File: config.mk
export PLATFORM = sky130hd
export DESIGN_NAME = base64_frame_deframer_checksum_core
export DESIGN_NICKNAME = d
export VERILOG_FILES = /design/src/hdl/b64fd_pkg.sv /design/src/hdl/base64_frame_deframer_checksum_core.sv
export SDC_FILE = /design/constraint.sdc
export NUM_CORES = 1
export LEC_CHECK = 0
export BUFFER_PORTS_ARGS = -buffer_cell sky130_fd_sc_hd__buf_4
export CAP_MARGIN = 20
export CORE_ASPECT_RATIO = 1.25
export CORE_UTILIZATION = 51
export DETAILED_ROUTE_END_ITERATION = 6
export PLACE_DENSITY = 0.7
export SYNTH_ARGS = -nofsm -noshare
export SYNTH_HDL_FRONTEND = slang
export SYNTH_SLANG_ARGS = --single-unit
File: constraint.sdc
create_clock -name clk -period 7.4 [get_ports clk]
set_input_delay 0.74 -clock clk [delete_from_list [all_inputs] [get_ports clk]]
set_output_delay 0.74 -clock clk [all_outputs]
set_load 0.03 [all_outputs]
File: src/hdl/b64fd_pkg.sv
`default_nettype none
// ---------------------------------------------------------------------------
// b64fd_pkg
// Shared types and constants for the base64 frame deframer with checksum.
// ---------------------------------------------------------------------------
package b64fd_pkg;

	localparam logic [7:0] FRAME_DELIM = 8'hFF;

	typedef enum logic [1:0] {
		KIND_PAYLOAD  = 2'd0,
		KIND_GOOD     = 2'd1,
		KIND_MISMATCH = 2'd2,
		KIND_EMPTY    = 2'd3
	} kind_t;

	// one decoded character: valid flag and its 6-bit value
	typedef struct packed {
		logic       hit;
		logic [5:0] value;
	} sextet_t;

	function automatic sextet_t sextet_of(input logic [7:0] c);
		sextet_t s;
		s.hit   = 1'b1;
		s.value = 6'd0;
		if (c >= 8'h41 && c <= 8'h5A) begin
			s.value = 6'(c - 8'h41);
		end else if (c >= 8'h61 && c <= 8'h7A) begin
			s.value = 6'(c - 8'h61 + 8'd26);
		end else if (c >= 8'h30 && c <= 8'h39) begin
			s.value = 6'(c - 8'h30 + 8'd52);
		end else if (c == 8'h2B) begin
			s.value = 6'd62;
		end else if (c == 8'h2F) begin
			s.value = 6'd63;
		end else begin
			s.hit = 1'b0;
		end
		return s;
	endfunction

endpackage
`default_nettype wire

File: src/hdl/base64_frame_deframer_checksum_core.sv
`default_nettype none
// ---------------------------------------------------------------------------
// base64_frame_deframer_checksum_core
// Decodes base64 characters into bytes, holds back the last byte of each
// frame as an additive checksum and reports frame status at 0xFF.
// ---------------------------------------------------------------------------
// One received byte is taken per word and a new word can be accepted every
// clock cycle unless the word in the input register makes a result while
// the result register is full and unread. Each word then passes the decode
// and checksum logic into the result register. Bytes that are not base64
// characters (including '=') are dropped without a result; decoded bytes
// come out one position late, the final decoded byte of a frame being compared
// against the 8-bit wrapping sum of the earlier ones. The delimiter gives a
// status word with frame_end set: kind 1 good, 2 mismatch, 3 empty frame.
module base64_frame_deframer_checksum_core (
	input  wire        clk,
	input  wire        arst_n,
	input  wire        in_valid,
	output logic       in_ready,
	input  wire  [7:0] rx_byte,
	output logic       out_valid,
	input  wire        out_ready,
	output logic [7:0] payload_byte,
	output logic [1:0] kind,
	output logic       frame_end
);
	import b64fd_pkg::*;

	// input register
	logic       valid_s1;
	logic [7:0] rx_s1;

	// decode state
	logic [5:0] bit_buf_q;
	logic [2:0] bit_cnt_q;
	logic [7:0] held_byte_q;
	logic       held_valid_q;
	logic [7:0] sum_q;

	// result register
	logic       out_valid_q;
	logic [7:0] payload_q;
	kind_t      kind_q;
	logic       frame_end_q;

	sextet_t     sx;
	logic        is_delim;
	logic [11:0] buf_wide;
	logic [2:0]  cnt_rem;
	logic        byte_done;
	logic [7:0]  decoded;
	logic [5:0]  rem_mask;
	logic        makes_result;
	logic        out_free;
	logic        advance;
	kind_t       end_kind;

	always_comb begin
		sx        = sextet_of(rx_s1);
		is_delim  = (rx_s1 == FRAME_DELIM);
		buf_wide  = {bit_buf_q, sx.value};
		byte_done = (bit_cnt_q != 3'd0);
		cnt_rem   = bit_cnt_q - 3'd2;
		decoded   = 8'(buf_wide >> cnt_rem);
		rem_mask  = 6'((7'd1 << cnt_rem) - 7'd1);
		if (!held_valid_q) begin
			end_kind = KIND_EMPTY;
		end else if (held_byte_q == sum_q) begin
			end_kind = KIND_GOOD;
		end else begin
			end_kind = KIND_MISMATCH;
		end
		makes_result = is_delim || (sx.hit && byte_done && held_valid_q);
		out_free     = !out_valid_q || out_ready;
		advance      = valid_s1 && (!makes_result || out_free);
		in_ready     = !valid_s1 || advance;
	end

	always_ff @(posedge clk or negedge arst_n) begin
		if (!arst_n) begin
			valid_s1 <= 1'b0;
		end else if (in_ready) begin
			valid_s1 <= in_valid;
		end
	end

	always_ff @(posedge clk) begin
		if (in_ready && in_valid) begin
			rx_s1 <= rx_byte;
		end
	end

	always_ff @(posedge clk or negedge arst_n) begin
		if (!arst_n) begin
			bit_buf_q    <= '0;
			bit_cnt_q    <= '0;
			held_byte_q  <= '0;
			held_valid_q <= 1'b0;
			sum_q        <= '0;
		end else if (advance) begin
			if (is_delim) begin
				bit_buf_q    <= '0;
				bit_cnt_q    <= '0;
				held_byte_q  <= '0;
				held_valid_q <= 1'b0;
				sum_q        <= '0;
			end else if (sx.hit) begin
				if (!byte_done) begin
					bit_buf_q <= sx.value;
					bit_cnt_q <= 3'd6;
				end else begin
					bit_buf_q    <= buf_wide[5:0] & rem_mask;
					bit_cnt_q    <= cnt_rem;
					held_byte_q  <= decoded;
					held_valid_q <= 1'b1;
					if (held_valid_q) begin
						sum_q <= sum_q + held_byte_q;
					end
				end
			end
		end
	end

	always_ff @(posedge clk or negedge arst_n) begin
		if (!arst_n) begin
			out_valid_q <= 1'b0;
		end else if (advance && makes_result) begin
			out_valid_q <= 1'b1;
		end else if (out_ready) begin
			out_valid_q <= 1'b0;
		end
	end

	always_ff @(posedge clk) begin
		if (advance && makes_result) begin
			if (is_delim) begin
				payload_q   <= 8'd0;
				kind_q      <= end_kind;
				frame_end_q <= 1'b1;
			end else begin
				payload_q   <= held_byte_q;
				kind_q      <= KIND_PAYLOAD;
				frame_end_q <= 1'b0;
			end
		end
	end

	assign out_valid    = out_valid_q;
	assign payload_byte = payload_q;
	assign kind         = kind_q;
	assign frame_end    = frame_end_q;

`ifndef SYNTHESIS
	// leftover bit count is always an even number up to six
	a_cnt_range: assert property (@(posedge clk) disable iff (!arst_n)
		(bit_cnt_q[0] == 1'b0) && (bit_cnt_q <= 3'd6))
		else $error("bit count out of range");

	// status words and only status words end a frame
	a_end_kind: assert property (@(posedge clk) disable iff (!arst_n)
		out_valid_q |-> (frame_end_q == (kind_q != KIND_PAYLOAD)))
		else $error("frame_end disagrees with kind");

	a_end_zero: assert property (@(posedge clk) disable iff (!arst_n)
		(out_valid_q && frame_end_q) |-> (payload_q == 8'd0))
		else $error("status word carries payload");

	// a delimiter leaves the decoder empty
	a_delim_clear: assert property (@(posedge clk) disable iff (!arst_n)
		(advance && is_delim) |=> (!held_valid_q && bit_cnt_q == 3'd0 && sum_q == 8'd0))
		else $error("state not cleared after delimiter");
`endif

endmodule
`default_nettype wire

Word level (Yosys, flattened, before mapping)

Cells that the tools add are included.
Widths: inputs -> output; s select.

Flip-flop bits (word level): 47
Bits of input ports: 12
Output and inout bits: 13
Word-level logic and storage cells: 86

$add $sub $neg: 8
$lt $le $gt $ge: 6
Equal/unequal tests: 4
Shift-type cells: 2
Mux-type cells: 31
Bitwise gates (word level): 1
Reduce and logical (&&, ||, !) cells: 23

Operator list:

| kind                | number |
|---|---|
| $mux 8              | 7 |
| $mux 6              | 8 |
| $eq 8x6->1 const B  | 2 |
| $ge 8x7->1 const B  | 2 |
| $le 8x7->1 const B  | 2 |
| $shr 12x3->8        | 1 |
| $sub 6x1->6 const B | 2 |
| $sub 6x6->6 const B | 2 |
| $mux 1              | 11 |
| $mux 3              | 3 |
| $add 8x8->8         | 1 |
| $eq 8x8->1          | 1 |
| $eq 8x8->1 const B  | 1 |
| $ge 8x6->1 const B  | 1 |
| $le 8x6->1 const B  | 1 |
| $logic_and 1x1->1   | 8 |
| $reduce_bool 2->1   | 4 |
| $add 6x5->6 const B | 1 |
| $add 6x6->6 const B | 1 |
| $and 6x6->6         | 1 |
| $shl 1x3->6 const A | 1 |
| $logic_or 1x1->1    | 4 |
| $mux 2              | 2 |
| $reduce_and 4->1    | 1 |
| other kinds (5)     | 7 |

Longest topological paths before layout

Word-level depth: 14
Mapped depth: 12
Gate-level depth less buffers: 10

Worst setup path before layout

Ideal clock, no wire load.

Path type: register to output
Start point: reg rx_s1[2]
End point: out in_ready
Data arrival time: 2.376 ns
Path slack: 4.284 ns
Stages on the path, launching flop included: 9
Cells stage by stage: edfxtp_1 buf_2 inv_1 ha_1 a21oi_1 a311oi_2 a2111oi_4 nor3_1 or3b_2

Longest elaborated chain between the ends: 13

Ends and longest elaborated chain:

| what                                               | RTL line                                  | text |
|---|---|---|
| start, declared                                    | base64_frame_deframer_checksum_core.sv:31 | `logic [7:0] rx_s1;` |
| start signal, assigned                             | base64_frame_deframer_checksum_core.sv:89 | `rx_s1 <= rx_byte;` |
| branches (longest 8 deep; another with $ge 8x6->1) | n/a                                       |  |
| $logic_or 1x1->1 (*)                               | base64_frame_deframer_checksum_core.sv:73 | `makes_result = is_delim \|\| (sx.hit && byte_done && held_valid_q);` |
| $logic_not 1->1 (*)                                | base64_frame_deframer_checksum_core.sv:75 | `advance = valid_s1 && (!makes_result \|\| out_free);` |
| $logic_or 1x1->1 (*)                               | base64_frame_deframer_checksum_core.sv:75 |  |
| $logic_and 1x1->1 (*)                              | base64_frame_deframer_checksum_core.sv:75 |  |
| $logic_or 1x1->1 (*)                               | base64_frame_deframer_checksum_core.sv:76 | `in_ready = !valid_s1 \|\| advance;` |
| end, declared                                      | base64_frame_deframer_checksum_core.sv:19 | `output logic in_ready,` |

Mark *: on every way between the ends.

Worst setup path in the final report

Same ends and word-level chain as after synthesis.

==> flow_summary.toml <==
[run_status]
status = "completed"

[sta]
maxSlewViolCount = 0
period_share_pct = 54.69
fmax_mhz = 247.1
rsz0062_at_grt = "no"
period_minus_slack_ns = 4.047
max_slew_margin_pct = 28.46
worst_pin_slew_ns = 1.071
finalSetupTns_ns = 0
finalClockSkew_ns = 0.005292
hold_violations = 0
setup_viol = 0

[cts]
ctsHtreeMaxLevel = 2
clk_latency_ns = 0.30
root_buffer = "clkbuf_8"
postCtsResizedCells = 0
postCtsHoldBufs = 0
clock_sinks = 46
post_cts.repair.setup_buffers = 0
cts_tree = "yes"
clk_pin_slew_ns = 0.09
cts-buffers-inserted = 5
cts_buffer_depth = 2

[setup_path]
setup.worst_path.start_class = "register"
path_cells = "ha_1 > nand3_1 > inv_1 > o21bai_1 > or3b_2 > buf_4"
end_kind = "output pin"
path_max_fanout = 22
cp.arrival_ns = 3.31
path_class = "register to output pin"
r2r_slack_ns = 3.63
rr_worst_depth = 8
required_ns = 6.66
max_stage_delay_ns = 0.71
reg2reg_to = "held_byte_q[2]"
r2r_start = "rx_s1[2]"
critPathSlowestCell = "inv_1"

[yosys]
synth_area_per_cell_um2 = 9.875
synth_top_family_by_area = "compound AO/OA/AOI/OAI gates"
netlist.top_cell.by_area = "dfrtp_1"
synth_compound_area_share_pct = 21.51
synth_most_common_cell = "nand2_1"
syn_inst = 298
synthAdderAreaFrac_pct = 10.03
synth_xor_area_share_pct = 2.381
synthFlopType = "dfrtp_1"
synthesis.nets = 333
ys_warn_count = 0
ys_seq_area_share_pct = 42.35
synth_top_area_share_pct = 22.96
synth.area.top_cells = "dfrtp_1, edfxtp_1, ha_1"
synth-edff-count = 19
ys_types = 58
ys_ff_latch = 46
synthTopCellsByCount = "nand2_1, dfrtp_1, ha_1"
netlist_area_um2 = 2943
async_flop_share_pct = 58.70
muxShareOfSynthArea_pct = 1.786
synth-simple-area-share_pct = 17.86

[detailed_routing]
wl_per_cell_um = 16.55
drtIter0Drc = 124
ant_nets = 0
wl_mm = 6.340
via_per_inst = 6.052
first_pass_iters = 4
drc = 0
num_vias = 2318

[die]
die_y_um = 86.93
fp-row-count = 30
initial_utilization_pct = 53.70
die_area_um2 = 6080
coreArea_um2 = 5480
chipWidth_um = 69.94
pin_count = 25

[flow_run]
cap_violations = 0

[global_routing]
met1_usage_pct = 22.27
antenna_found_initial = 0
grt_pass1_vias = 2227
grt_max_degree = 28
grt_util_met3_pct = 3.241
grt_pass1_wl_mm = 10.25
grt_remaining_overflow = 0
busiest_layer = "met2"
grt_usage_pct = 21.60
gr-usage-met2_pct = 41.87

[place]
dp_hpwl_mm = 4.929
gp_congestion = 0.9768
io_buffers = 24

[power_and_ir_drop]
total_power_mw = 0.9752
p_per_area_nw_per_um2 = 298.2
ir_worst_vdd_v = 0.0001090
p_leak_nw = 1.425

[layout]
fin_nets = 353
drive_gt1_share_pct = 13.48
antenna_cells = 0
syn_to_final_growth_pct = 11.14

[min_path]
holdCritPathClass = "input pin to asynchronous set/reset pin"
[worst max-delay path: cells and delay by family (launching register included)]
| family | cells | cell delay, ns |
|---|---|---|
| DFF | 1 | 0.58 |
| buffers and inverters | 2 | 0.90 |
| and+or+nand+nor | 2 | 0.97 |
| AOI/OAI and AO/OA | 1 | 0.22 |
| adders and majority gates | 1 | 0.35 |
[stage by stage]
| step | util, % | cells | cell area, µm² | setup slack (ns) | hold slack (ns) |
|---|---|---|---|---|---|
| floorplan | - | 298 | 2943 | 4.284 | 0.4444 |
| global placement | 57.69 | 375 | 3162 | 3.736 | 0.4659 |
| detailed placement | 57.69 | 375 | 3162 | 3.664 | 0.4773 |
| CTS | 59.68 | 383 | 3271 | 3.368 | 0.3564 |
| global route | 59.68 | 383 | 3271 | 3.058 | 0.3625 |
| finish | 59.68 | 383 | 3271 | 3.353 | 0.3386 |
[layer usage]
| metal | vias to the layer above | share of wire [%] |
|---|---|---|
| met5 | - | 0 |
| met4 | 0 | 4.0 |
| met3 | 21 | 3.9 |
| met2 | 74 | 53 |
| met1 | 1075 | 39 |
| li1 | 1148 | - |
[logic make-up after synthesis]
| logic type | Yosys count |
|---|---|
| muxes | 5 |
| adders and majority gates | 23 |
| and+or+nand+nor | 101 |
| xor gates and xnor gates | 8 |
| buffers and inverters | 30 |
| other | 1 |
| DFF | 46 |
| AOI/OAI and AO/OA | 84 |
[how the worst max path moves through the flow]
stage	startpoint	to	slack [ns]	depth (start not counted)
2_1_floorplan	rx_s1[2]	in_ready	4.28	8
3_3_place_gp	rx_s1[2]	held_byte_q[2]	3.74	8
3_5_place_dp	rx_s1[2]	held_byte_q[2]	3.66	8
4_1_cts	rx_s1[2]	in_ready	3.37	6
5_1_grt	rx_s1[2]	in_ready	3.06	6
6_report	rx_s1[2]	in_ready	3.35	6
[flip-flops by register name, summed over array words and instances (netlist names)]
register      flops
sum_q             8
frame_end         1
kind              2
bit_buf_q         6
held_valid_q      1
valid_s1          1
out_valid         1
bit_cnt_q         2
held_byte_q       8
rx_s1             8
payload_byte      8
[layout make-up]
| type | count | area (µm²) |
|---|---|---|
| clock buffer | 5 | 68.82 |
| sequential | 46 | 1246 |
| multi-input combinational | 222 | 1580 |
| timing repair buffer | 25 | 187.7 |
| fill | 468 | 2210 |
| clock inverter | 3 | 40.04 |
| inverter | 18 | 67.56 |
| tap | 64 | 80.08 |
[cells in the final DEF (no fill, tap or decap), types with 5 or more instances in the layout]
| master | netlist | final |
|---|---|---|
| o21ai_0 | 18 | 18 |
| a21oi_1 | 9 | 9 |
| dfrtp_1 | 27 | 27 |
| buf_4 | 0 | 25 |
| nor4_1 | 7 | 7 |
| ha_1 | 22 | 22 |
| edfxtp_1 | 19 | 19 |
| nand2b_1 | 6 | 6 |
| nand2_1 | 29 | 29 |
| o31ai_1 | 11 | 11 |
| a22o_1 | 5 | 5 |
| xnor2_1 | 7 | 7 |
| nand3_1 | 6 | 6 |
| and2_1 | 11 | 11 |
| nor3_1 | 9 | 9 |
| nor2_1 | 14 | 14 |
| inv_1 | 16 | 16 |
| nor2b_1 | 6 | 6 |
| clkbuf_8 | 0 | 5 |
[power breakdown]
part,switching [mW],internal (mW)
combinational,0.238,0.166
sequential,0.0609,0.328
clock,0.0829,0.0994
No activity file was read; power rests on OpenSTA's default activity.
